==> src/efd_pkg.sv <==
// package: shared types, constants and the crc-16 byte update for the frame receiver
`timescale 1ns / 1ps

package efd_pkg;

  // parser phases
  typedef enum logic [2:0] {
    PH_WAIT    = 3'd0,
    PH_TYPE    = 3'd1,
    PH_SEQ     = 3'd2,
    PH_LENLO   = 3'd3,
    PH_LENHI   = 3'd4,
    PH_PAYLOAD = 3'd5,
    PH_CRCLO   = 3'd6,
    PH_CRCHI   = 3'd7
  } phase_e;

  // result kinds
  typedef enum logic [1:0] {
    KIND_DATA  = 2'd0,
    KIND_GOOD  = 2'd1,
    KIND_BAD   = 2'd2,
    KIND_ABORT = 2'd3
  } kind_e;

  // configuration register indexes
  localparam logic CFG_START  = 1'b0;
  localparam logic CFG_ESCAPE = 1'b1;

  localparam logic [7:0]  StartReset  = 8'hAA;
  localparam logic [7:0]  EscapeReset = 8'hBB;
  localparam logic [15:0] CrcInit     = 16'hFFFF;
  localparam logic [15:0] CrcPoly     = 16'hA001;

  // one result item
  typedef struct packed {
    kind_e       kind;
    logic [7:0]  data_byte;
    logic [7:0]  frame_type;
    logic [7:0]  seq_number;
    logic [15:0] payload_length;
  } result_t;

  // reflected crc-16/modbus over one byte, eight shift steps
  function automatic logic [15:0] crc16_upd(input logic [15:0] crc, input logic [7:0] b);
    logic [15:0] c;
    c = crc ^ {8'h00, b};
    for (int k = 0; k < 8; k++) begin
      if (c[0]) begin
        c = (c >> 1) ^ CrcPoly;
      end else begin
        c = c >> 1;
      end
    end
    return c;
  endfunction

endpackage

==> src/efd_if.sv <==
// interfaces: raw byte channel and result channel
`timescale 1ns / 1ps

interface efd_in_if;
  logic       valid;
  logic       ready;
  logic [7:0] rx_byte;

  modport source (output valid, output rx_byte, input ready);
  modport sink (input valid, input rx_byte, output ready);
endinterface

interface efd_out_if;
  logic        valid;
  logic        ready;
  logic [1:0]  kind;
  logic [7:0]  data_byte;
  logic [7:0]  frame_type;
  logic [7:0]  seq_number;
  logic [15:0] payload_length;

  modport source (output valid, output kind, output data_byte, output frame_type,
                  output seq_number, output payload_length, input ready);
  modport sink (input valid, input kind, input data_byte, input frame_type,
                input seq_number, input payload_length, output ready);
endinterface

==> src/efd_parser.sv <==
// frame parser: phase state, header fields, escape decoding and running crc
`timescale 1ns / 1ps

module efd_parser
  import efd_pkg::*;
(
  input  logic       clk_i,
  input  logic       rst_ni,
  input  logic       step_i,
  input  logic [7:0] byte_i,
  input  logic [7:0] start_marker_i,
  input  logic [7:0] escape_marker_i,
  output logic       res_valid_o,
  output result_t    res_o
);

  phase_e      phase_q, phase_d;
  logic        esc_q, esc_d;
  logic [7:0]  type_q, type_d;
  logic [7:0]  seq_q, seq_d;
  logic [15:0] len_q, len_d;
  logic [15:0] cnt_q, cnt_d;
  logic [15:0] crc_q, crc_d;
  logic [7:0]  crc_lo_q, crc_lo_d;

  logic        literal;
  logic [15:0] cnt_inc;
  logic [15:0] crc_next;

  assign cnt_inc  = cnt_q + 16'd1;
  assign crc_next = crc16_upd(crc_q, byte_i);

  // next state and result
  always_comb begin
    phase_d  = phase_q;
    esc_d    = esc_q;
    type_d   = type_q;
    seq_d    = seq_q;
    len_d    = len_q;
    cnt_d    = cnt_q;
    crc_d    = crc_q;
    crc_lo_d = crc_lo_q;
    literal  = 1'b0;

    res_valid_o          = 1'b0;
    res_o.kind           = KIND_DATA;
    res_o.data_byte      = 8'h00;
    res_o.frame_type     = type_q;
    res_o.seq_number     = seq_q;
    res_o.payload_length = len_q;

    if (step_i) begin
      unique case (phase_q)
        PH_WAIT: begin
          if (byte_i == start_marker_i) begin
            phase_d = PH_TYPE;
            esc_d   = 1'b0;
            cnt_d   = 16'd0;
          end
        end
        PH_TYPE: begin
          type_d  = byte_i;
          crc_d   = crc16_upd(CrcInit, byte_i);
          phase_d = PH_SEQ;
        end
        PH_SEQ: begin
          seq_d   = byte_i;
          crc_d   = crc_next;
          phase_d = PH_LENLO;
        end
        PH_LENLO: begin
          len_d   = {8'h00, byte_i};
          crc_d   = crc_next;
          phase_d = PH_LENHI;
        end
        PH_LENHI: begin
          len_d   = {byte_i, len_q[7:0]};
          crc_d   = crc_next;
          cnt_d   = 16'd0;
          phase_d = ({byte_i, len_q[7:0]} == 16'd0) ? PH_CRCLO : PH_PAYLOAD;
        end
        default: begin
          // payload and crc bytes share escape decoding, escape tested first
          if (esc_q) begin
            esc_d   = 1'b0;
            literal = 1'b1;
          end else if (byte_i == escape_marker_i) begin
            esc_d = 1'b1;
          end else if (byte_i == start_marker_i) begin
            // resync: drop the frame and report it
            res_valid_o = 1'b1;
            res_o.kind  = KIND_ABORT;
            phase_d     = PH_TYPE;
            esc_d       = 1'b0;
            cnt_d       = 16'd0;
            crc_d       = CrcInit;
          end else begin
            literal = 1'b1;
          end

          if (literal) begin
            if (phase_q == PH_PAYLOAD) begin
              crc_d           = crc_next;
              cnt_d           = cnt_inc;
              res_valid_o     = 1'b1;
              res_o.kind      = KIND_DATA;
              res_o.data_byte = byte_i;
              if (cnt_inc == len_q) begin
                phase_d = PH_CRCLO;
              end
            end else if (phase_q == PH_CRCLO) begin
              crc_lo_d = byte_i;
              phase_d  = PH_CRCHI;
            end else begin
              res_valid_o = 1'b1;
              res_o.kind  = ({byte_i, crc_lo_q} == crc_q) ? KIND_GOOD : KIND_BAD;
              phase_d     = PH_WAIT;
              esc_d       = 1'b0;
            end
          end
        end
      endcase
    end
  end

  // state registers
  always_ff @(posedge clk_i or negedge rst_ni) begin
    if (!rst_ni) begin
      phase_q  <= PH_WAIT;
      esc_q    <= 1'b0;
      type_q   <= 8'h00;
      seq_q    <= 8'h00;
      len_q    <= 16'd0;
      cnt_q    <= 16'd0;
      crc_q    <= CrcInit;
      crc_lo_q <= 8'h00;
    end else begin
      phase_q  <= phase_d;
      esc_q    <= esc_d;
      type_q   <= type_d;
      seq_q    <= seq_d;
      len_q    <= len_d;
      cnt_q    <= cnt_d;
      crc_q    <= crc_d;
      crc_lo_q <= crc_lo_d;
    end
  end

endmodule

==> src/escaped_frame_deframer_crc16.sv <==
// top level: byte-stuffed frame receiver with crc-16/modbus check
//
//   channel   dir  handshake          payload
//   rx_i      in   valid/ready        rx_byte
//   res_o     out  valid/ready        kind, data_byte, frame_type, seq_number,
//                                     payload_length
//   cfg       in   cfg_we_i           cfg_idx_i, cfg_data_i
//
// one byte per cycle sustained while res_o is not stalled; each byte waits in the input register and
// its result (if any) is loaded into the result register as the byte leaves the input register
// the combinational byte crc update and the parser state registers form the feedback loop
// a stalled result register holds the input register, and rx_i.ready falls once both are full
// reset clears the parser to waiting for a start marker and the markers to 0xaa / 0xbb
`timescale 1ns / 1ps

module escaped_frame_deframer_crc16
  import efd_pkg::*;
(
  input  logic       clk_i,
  input  logic       rst_ni,
  efd_in_if.sink     rx_i,
  efd_out_if.source  res_o,
  input  logic       cfg_we_i,
  input  logic       cfg_idx_i,
  input  logic [7:0] cfg_data_i
);

  logic [7:0] start_q;
  logic [7:0] escape_q;

  logic       in_valid_q;
  logic [7:0] in_byte_q;

  logic       out_valid_q;
  result_t    out_q;

  logic       out_free;
  logic       step;
  logic       par_valid;
  result_t    par_res;

  assign out_free   = !out_valid_q || res_o.ready;
  assign step       = in_valid_q && out_free;
  assign rx_i.ready = !in_valid_q || out_free;

  // configuration registers
  always_ff @(posedge clk_i or negedge rst_ni) begin
    if (!rst_ni) begin
      start_q  <= StartReset;
      escape_q <= EscapeReset;
    end else if (cfg_we_i) begin
      unique case (cfg_idx_i)
        CFG_START:  start_q  <= cfg_data_i;
        CFG_ESCAPE: escape_q <= cfg_data_i;
        default:    start_q  <= start_q;
      endcase
    end
  end

  // input register
  always_ff @(posedge clk_i or negedge rst_ni) begin
    if (!rst_ni) begin
      in_valid_q <= 1'b0;
    end else if (rx_i.ready) begin
      in_valid_q <= rx_i.valid;
    end
  end

  always_ff @(posedge clk_i) begin
    if (rx_i.valid && rx_i.ready) begin
      in_byte_q <= rx_i.rx_byte;
    end
  end

  efd_parser u_parser (
    .clk_i           (clk_i),
    .rst_ni          (rst_ni),
    .step_i          (step),
    .byte_i          (in_byte_q),
    .start_marker_i  (start_q),
    .escape_marker_i (escape_q),
    .res_valid_o     (par_valid),
    .res_o           (par_res)
  );

  // result register
  always_ff @(posedge clk_i or negedge rst_ni) begin
    if (!rst_ni) begin
      out_valid_q <= 1'b0;
    end else if (out_free) begin
      out_valid_q <= step && par_valid;
    end
  end

  always_ff @(posedge clk_i) begin
    if (step && par_valid) begin
      out_q <= par_res;
    end
  end

  assign res_o.valid          = out_valid_q;
  assign res_o.kind           = out_q.kind;
  assign res_o.data_byte      = out_q.data_byte;
  assign res_o.frame_type     = out_q.frame_type;
  assign res_o.seq_number     = out_q.seq_number;
  assign res_o.payload_length = out_q.payload_length;

endmodule

==> src/flat_wrapper.sv <==
// flat-port wrapper written by rule: the top's interface ports become plain ports
module escaped_frame_deframer_crc16_flat import efd_pkg::*;
  (clk_i, rst_ni, cfg_we_i, cfg_idx_i, cfg_data_i, rx_i_valid, rx_i_rx_byte, rx_i_ready, res_o_valid, res_o_kind, res_o_data_byte, res_o_frame_type, res_o_seq_number, res_o_payload_length, res_o_ready);
  efd_in_if rx_i_i ();
  efd_out_if res_o_i ();
  input  logic clk_i;
  input  logic rst_ni;
  input  logic cfg_we_i;
  input  logic cfg_idx_i;
  input  logic [7:0] cfg_data_i;
  input wire logic [$bits(rx_i_i.valid)-1:0] rx_i_valid;
  input wire logic [$bits(rx_i_i.rx_byte)-1:0] rx_i_rx_byte;
  output wire logic [$bits(rx_i_i.ready)-1:0] rx_i_ready;
  output wire logic [$bits(res_o_i.valid)-1:0] res_o_valid;
  output wire logic [$bits(res_o_i.kind)-1:0] res_o_kind;
  output wire logic [$bits(res_o_i.data_byte)-1:0] res_o_data_byte;
  output wire logic [$bits(res_o_i.frame_type)-1:0] res_o_frame_type;
  output wire logic [$bits(res_o_i.seq_number)-1:0] res_o_seq_number;
  output wire logic [$bits(res_o_i.payload_length)-1:0] res_o_payload_length;
  input wire logic [$bits(res_o_i.ready)-1:0] res_o_ready;
  assign rx_i_i.valid = rx_i_valid;
  assign rx_i_i.rx_byte = rx_i_rx_byte;
  assign rx_i_ready = rx_i_i.ready;
  assign res_o_valid = res_o_i.valid;
  assign res_o_kind = res_o_i.kind;
  assign res_o_data_byte = res_o_i.data_byte;
  assign res_o_frame_type = res_o_i.frame_type;
  assign res_o_seq_number = res_o_i.seq_number;
  assign res_o_payload_length = res_o_i.payload_length;
  assign res_o_i.ready = res_o_ready;
  escaped_frame_deframer_crc16 u_core (.clk_i(clk_i), .rst_ni(rst_ni), .rx_i(rx_i_i), .res_o(res_o_i), .cfg_we_i(cfg_we_i), .cfg_idx_i(cfg_idx_i), .cfg_data_i(cfg_data_i));
endmodule
==> config.mk <==
export PLATFORM = sky130hd
export DESIGN_NAME = escaped_frame_deframer_crc16_flat
export DESIGN_NICKNAME = d
export VERILOG_FILES = /design/src/efd_pkg.sv /design/src/efd_if.sv /design/src/efd_parser.sv /design/src/escaped_frame_deframer_crc16.sv /design/src/flat_wrapper.sv
export SDC_FILE = /design/constraint.sdc
export NUM_CORES = 1
export LEC_CHECK = 0
export ABC_AREA = 1
export BUFFER_PORTS_ARGS = -buffer_cell sky130_fd_sc_hd__buf_4
export CAP_MARGIN = 20
export CORE_ASPECT_RATIO = 0.75
export CORE_MARGIN = 2
export CORE_UTILIZATION = 55
export CTS_BUF_LIST = sky130_fd_sc_hd__clkbuf_16
export CTS_CLUSTER_SIZE = 40
export DETAILED_ROUTE_END_ITERATION = 12
export PLACE_DENSITY = 0.75
export SETUP_SLACK_MARGIN = 0.3
export SLEW_MARGIN = 15
export SYNTH_ARGS = -nofsm -noshare
export SYNTH_HDL_FRONTEND = slang
export SYNTH_SLANG_ARGS = --single-unit
==> constraint.sdc <==
create_clock -name clk_i -period 5.1 [get_ports clk_i]
set_input_delay 1.275 -clock clk_i [delete_from_list [all_inputs] [get_ports clk_i]]
set_output_delay 1.275 -clock clk_i [all_outputs]
set_load 0.005 [all_outputs]
==> flow_summary_export.csv, run 1 <==
group,metric,value,unit
synthesis,synth_seq_area_share,52.7,%
synthesis,post_synth_instance_area,7380,µm²
floorplan,ioPinCount,66,
placement,port-buffer-count,65,
critical_path,worstSetupStartpointType,"input port",
sta,rsz_0062_raised_after_global_routing,"no",
critical_path,setup.worst_path.end_class,"flop",
global_route,global_route_wire_length_before_repair,30.0,mm
floorplan,dieHeight,104,µm
clocking,clock-root-buffer,"clkbuf_16",
global_route,antenna_found_initial,0,
route,drt-initial-drc-count,559,
synthesis,yosys_warnings,0,
clocking,post_cts_resize_count,0,
sta,hold_viol_final,0,
synthesis,netlist_top_cells_area,"dfrtp_1 (23%), edfxtp_1 (20%), nand2_1 (11%)",
clocking,worst_setup_hold_path_clk_slew,0.06,ns
route,dr_wl_cell,16.9,µm
route,final_ant_viol_nets,0,
critical_path,timing.critical_path.arrival,3.54,ns
sta,worst-slew-pin-transition,0.944,ns
synthesis,synthesis.nets,876,
placement,placed_area,7950,µm²
floorplan,die-width,138,µm
outcome,outcome,"finished clean",
sta,achievable-frequency,0.314,GHz
clocking,hold_buffers,0,
synthesis,syn-instance-count,849,
clocking,tritoncts,"done",
critical_path,crit_path_max_fanout,18,
clocking,cts.repair_timing.setup_buffer_count,0,
floorplan,core-area,13100,µm²
global_route,first_global_vias,5733,
layout,postLayoutCellArea,8560,µm²
clocking,h-tree-depth,4,
power,ir_worst_vdd,0.307,mV
route,vias,6176,
floorplan,row_count,36,
synthesis,synth-seq-cells,144,
layout,nNetsFinal,936,
sta,maxSlewHeadroom,36.8,%
route,viasPerCell,5.65,
route,totalWireLength,18.5,mm
synthesis,avgSynthCellArea,8.69,µm²
layout,layout.cells.most_common,"nand2_1",
route,residual_drc,0,
global_route,gr-total-overflow,0,
layout,antenna_cells,0,
route,drtPass1Iterations,7,
clocking,total_clock_sinks,144,
synthesis,synth_largest_area_cell,"dfrtp_1",
floorplan,start_util,56.5,%
job,timing.max_cap.violations,0,
power,power.density,557,nW/µm²
sta,period_needed,3.19,ns
sta,timing.final.crit_share,62.5,%
sta,setup_viol,0,
placement,hpwl,12.8,mm
clocking,cts_max_path_buffers,2,
layout,synthToLayoutAreaGrowth,15.9,%
sta,finalMaxSlewViolations,0,
clocking,clkLatencyLatePin,0.43,ns
synthesis,synth_cell_types,45,
global_route,grt_max_degree,60,
placement,gp_congestion,1.04,
layout,mostFrequentLayoutCells,"nand2_1 (218), inv_1 (89), nor2_1 (68), o21ai_0 (68), dfrtp_1 (68)",
sta,setup-tns-final,0,ns
critical_path,path_class,"input port to flop",
hold_path,hold_path.class,"flop to flop",
layout,final_layout_size_suffix_gt1_share,16.6,%
power,leakage,0.00389,µW
critical_path,critPathRequiredTime,5.46,ns
global_route,grt.total_usage,27.6,%
synthesis,post-synth-top-area-fraction,23.1,%
clocking,clock_buffer_count_from_cts,17,
floorplan,dieArea,14400,µm²
critical_path,r2r_slack,1.96,ns
sta,clock_skew,0.00939,ns
## logic make-up after synthesis
| logic type | share of synthesized area, % |
|---|---|
| AND/OR/NAND/NOR | 21.7 |
| adder cells (fa/ha/maj) | 0.848 |
| XOR/XNOR | 5.46 |
| buffers and inverters | 7.80 |
| AO/OA/AOI/OAI | 11.6 |
| flip-flops | 52.7 |
## metal layers
layer	part of all wire [%]	track usage, %	vias to the layer above
met5	0	0	-
met4	2.1	8.53	0
met3	11	8.67	43
met2	43	38.6	339
met1	45	40.8	2865
li1	-	-	2929
## critical path, stage by stage
cell      delay, ns
buf_4          0.11
inv_1          0.06
nand2_1        0.06
nand2_1        0.27
clkinv_1       0.31
nand2_1        0.37
clkinv_1       0.57
o211ai_1       0.29
inv_1          0.06
a21oi_1        0.15
## state kept, by name, indices dropped and copies added (netlist names), 2 cells and up
name                         count
u_core.escape_q                  8
u_core.in_byte_q                 8
u_core.res_o.data_byte           8
u_core.res_o.frame_type          8
u_core.res_o.kind                2
u_core.res_o.payload_length     16
u_core.res_o.seq_number          8
u_core.start_q                   8
u_core.u_parser.cnt_q           16
u_core.u_parser.crc_lo_q         8
u_core.u_parser.crc_q           16
u_core.u_parser.len_q           16
u_core.u_parser.phase_q          3
u_core.u_parser.seq_q            8
u_core.u_parser.type_q           8
## synthesized netlist by cell type, drive strengths merged
library cell and number:
nand4 15, nor2 72, clkinv 2, inv 102, or2 11, a31oi 1, a221oi 5, o21a 3
dfrtp 68, a21oi 30, clkbuf 10, buf 16, ha 5, nand3b 1, nor3 9, o22ai 14
and2 1, dfstp 26, o211ai 16, o31ai 1, nand3 40, nor4 2, or3 1, nand2 223
xnor2 17, xor2 29, o21ai 78, edfxtp 50, a211oi 1
## report_power, final
part | internal [µW] | leakage (µW) | total, µW | switching [µW]
logic | 575 | 0.00199 | 1600 | 1030
clock network | 747 | 0.000301 | 1280 | 533
registers | 1600 | 0.00159 | 1880 | 280
total | 2930 | 0.00389 | 4770 | 1840
## stage by stage
stage          cells  setup slack, ns  util [%]  total power (µW)  hold slack (ns)
2_1_floorplan    849             1.32         -              2980            0.425
3_3_place_gp    1060             1.72      60.7              3400            0.429
3_5_place_dp    1061             1.54      60.8              3450            0.433
4_1_cts         1093             1.98      65.5              4740            0.446
5_1_grt         1093             1.75      65.5              5080            0.465
6_report        1093             1.91      65.5              4770            0.443
## cell type report
type                            instances  area [µm²]
Clock buffer                           19         475
Clock inverter                         13         135
Fill cell                            1099        4510
Inverter                              104         403
Multi-Input combinational cell        575        2930
Sequential cell                       144        3890
Tap cell                              171         214
Timing Repair Buffer                   67         515
## path summary, 6_finish.rpt
kind | from | to | cells after the start
min in group asynchronous | rst_ni | u_core.u_parser.crc_lo_q[0]$_DFFE_PN0P_ | 1
worst min-delay path | u_core.u_parser.type_q[1]$_DFFE_PN0P_ | u_core.res_o.frame_type[1]$_DFFE_PP_ | 0
worst max-delay path | res_o_ready | u_core.u_parser.crc_q[7]$_DFFE_PN1P_ | 10
worst min register to register | u_core.u_parser.type_q[1]$_DFFE_PN0P_ | u_core.res_o.frame_type[1]$_DFFE_PP_ | 0
max in group asynchronous | rst_ni | u_core.u_parser.crc_q[3]$_DFFE_PN1P_ | 2
worst max register to register | u_core.in_byte_q[2]$_DFFE_PP_ | u_core.u_parser.cnt_q[4]$_DFFE_PN0P_ | 12
Power figures use the tool's default switching activity.
==> inputs of run 2 (changes only) <==
- CORE_UTILIZATION: 55 -> 54
- PLACE_DENSITY: 0.75 -> 0.76
- clock period: 5.1 -> 2.8 ns (I/O delays scaled with it)
==> flow_summary_export.csv, run 2 (synthesis results as in run 1) <==
group,metric,value,unit
global_route,gr-total-overflow,0,
layout,n_fill_cell,1042,
critical_path,timing.rr.end,"u_core.res_o.payload_length[14]$_DFFE_PP_",
sta,hold_viol_final,0,
critical_path,cp_buf_inv_count,4,
critical_path,cp_common_cell,"nand2_2",
layout,synthToLayoutAreaGrowth,20.3,%
sta,rsz_0062_raised_after_global_routing,"yes",
route,viasPerCell,5.66,
critical_path,path_class,"flop to flop",
critical_path,setup.worst_path.end_class,"flop",
route,final_ant_viol_nets,0,
critical_path,max_stage_delay,0.55,ns
global_route,antenna_found_initial,0,
clocking,h-tree-depth,4,
global_route,grt.total_usage,26.5,%
layout,mostFrequentLayoutCells,"nand2_1 (215), buf_4 (95), inv_1 (89)",
critical_path,timing.critical_path.arrival,2.63,ns
power,leakage,0.00406,µW
route,drtPass1Iterations,6,
critical_path,critical_path.top_delay_family,"simple AND/OR/NAND/NOR gates",
power,sw_frac_of_total,39.4,%
clocking,clock-root-buffer,"clkbuf_16",
clocking,cts_max_path_buffers,2,
job,timing.max_cap.violations,0,
clocking,tritoncts,"done",
critical_path,crit_path_max_fanout,10,
sta,achievable-frequency,0.400,GHz
floorplan,core-area,13200,µm²
layout,layout.cells.most_common,"nand2_1",
sta,period_needed,2.50,ns
layout,final_layout_size_suffix_gt1_share,20.2,%
layout,antenna_cells,0,
route,drt-initial-drc-count,655,
global_route,grt_max_degree,55,
route,dr_wl_cell,17.4,µm
route,totalWireLength,19.6,mm
route,residual_drc,0,
floorplan,die-width,139,µm
power,switchingPower,3490,µW
critical_path,r2r.worst_path.cells,13,
power,combinationalPowerShare,35.6,%
critical_path,path_cells,"inv_4 -> or2_0 -> nand4_1 -> nor2_1 -> and2_4 -> nand2_2 -> nand2_2 -> o21ai_0 -> inv_1 -> nand2_2 -> nor2_4 -> buf_4 -> buf_6",
floorplan,ioPinCount,66,
sta,timing.final.crit_share,89.3,%
placement,hpwl,13.5,mm
critical_path,worstReg2RegStart,"u_core.in_byte_q[3]$_DFFE_PP_",
sta,worst-slew-pin-transition,0.559,ns
layout,nNetsFinal,970,
floorplan,row_count,36,
global_route,first_global_vias,5785,
layout,multi_input_comb_area,2950,µm²
floorplan,dieHeight,105,µm
floorplan,dieArea,14600,µm²
route,vias,6374,
sta,maxSlewHeadroom,62.7,%
placement,gp_congestion,0.998,
power,power.sequential.fraction,38.7,%
global_route,global_route_wire_length_before_repair,30.2,mm
power,power.internal,5380,µW
hold_path,hold_path.class,"input port to async pin",
critical_path,critPathRequiredTime,2.93,ns
sta,setup_viol,0,
critical_path,r2r_slack,0.30,ns
critical_path,critical_path.slowest_cell,"edfxtp_1",
power,clock_power_share,25.7,%
outcome,outcome,"finished clean",
critical_path,worstSetupStartpointType,"flop",
placement,placed_area,8030,µm²
clocking,worst_setup_hold_path_clk_slew,0.07,ns
sta,clock_skew,0.0110,ns
layout,postLayoutCellArea,8880,µm²
sta,finalMaxSlewViolations,0,
clocking,clock_buffer_count_from_cts,17,
layout,sequential_cell_area,3890,µm²
power,ir_worst_vdd,0.547,mV
power,power.density,998,nW/µm²
floorplan,start_util,56.1,%
sta,setup-tns-final,0,ns
clocking,total_clock_sinks,144,
placement,port-buffer-count,65,
clocking,clkLatencyLatePin,0.42,ns
critical_path,critical_path.startpoint,"u_core.in_byte_q[3]$_DFFE_PP_",
==> run 2: cell types whose count changed in the layout (fill, tap and decap cells not counted), moves of 2 or more <==
cell	before	now
clkinv_4	0	6
buf_4	66	95
nand2_2	3	6
buf_6	0	2
nand2_1	218	215
inv_4	5	7
inv_2	8	3
==> run 2: layout make-up <==
cell class,instances,area share [%]
sequential,144,43.8
multi-input combinational,575,33.2
timing repair buffer,101,9.19
clock buffer,17,4.79
inverter,104,4.76
tap,171,2.41
clock inverter,15,1.90
==> run 2: power by group through the flow <==
stage                     clock network (µW)  registers (µW)  logic [µW]
after detailed placement                   0            3450        2960
after CTS                               2300            3410        3010
after global placement                     0            3440        2930
after floorplan                            0            3250        2180
final                                   2280            3430        3160
after global routing                    2380            3480        3520
==> run 2: stage by stage <==
stage | power [µW] | hold slack (ns) | instances | utilization (%) | setup slack [ns]
5_1_grt | 9390 | 0.311 | 1127 | 67.5 | 0.224
6_report | 8870 | 0.281 | 1127 | 67.5 | 0.301
4_1_cts | 8710 | 0.290 | 1109 | 66.0 | 0.319
3_3_place_gp | 6360 | 0.433 | 1070 | 61.0 | 0.223
2_1_floorplan | 5430 | 0.404 | 849 | - | 0.315
3_5_place_dp | 6410 | 0.432 | 1070 | 61.0 | 0.212
==> run 2: timing repair <==
item | 4_1_cts | 5_1_grt
cloned | 0 | 3
resized for setup | 1 | 15
endpoints found under the hold margin | 0 | 0
setup buffers | 7 | 15
setup endpoints to repair | 52 | 58
pin swaps | 0 | 1
hold buffers | 0 | 0
==> run 2: layer usage <==
metal | part of all wire (%) | vias up | GRT usage (%)
li1 | - | 2986 | -
met2 | 44 | 353 | 38.8
met3 | 9.6 | 50 | 7.04
met1 | 44 | 2985 | 38.7
met5 | 0 | - | 0
met4 | 2.3 | 0 | 8.37
==> run 2: worst max path at each step <==
| stage | slack [ns] | cells after the start | end |
|---|---|---|---|
| after floorplan | 0.32 | 12 | u_core.res_o.data_byte[0]$_SDFFCE_PP0P_ |
| after global placement | 0.22 | 10 | u_core.u_parser.cnt_q[5]$_DFFE_PN0P_ |
| after detailed placement | 0.21 | 12 | u_core.res_o.frame_type[3]$_DFFE_PP_ |
| after CTS | 0.32 | 12 | u_core.res_o.payload_length[8]$_DFFE_PP_ |
| after global routing | 0.22 | 14 | u_core.res_o.payload_length[6]$_DFFE_PP_ |
| final | 0.30 | 13 | u_core.res_o.payload_length[14]$_DFFE_PP_ |
==> run 2: worst register-to-register path: stages, from the launching register on <==
cell and delay [ns]:
edfxtp_1 0.55, inv_4 0.19, or2_0 0.14, nand4_1 0.09, nor2_1 0.10, and2_4 0.19
nand2_2 0.09, nand2_2 0.09, o21ai_0 0.08, inv_1 0.12, nand2_2 0.10, nor2_4 0.12
buf_4 0.18, buf_6 0.18
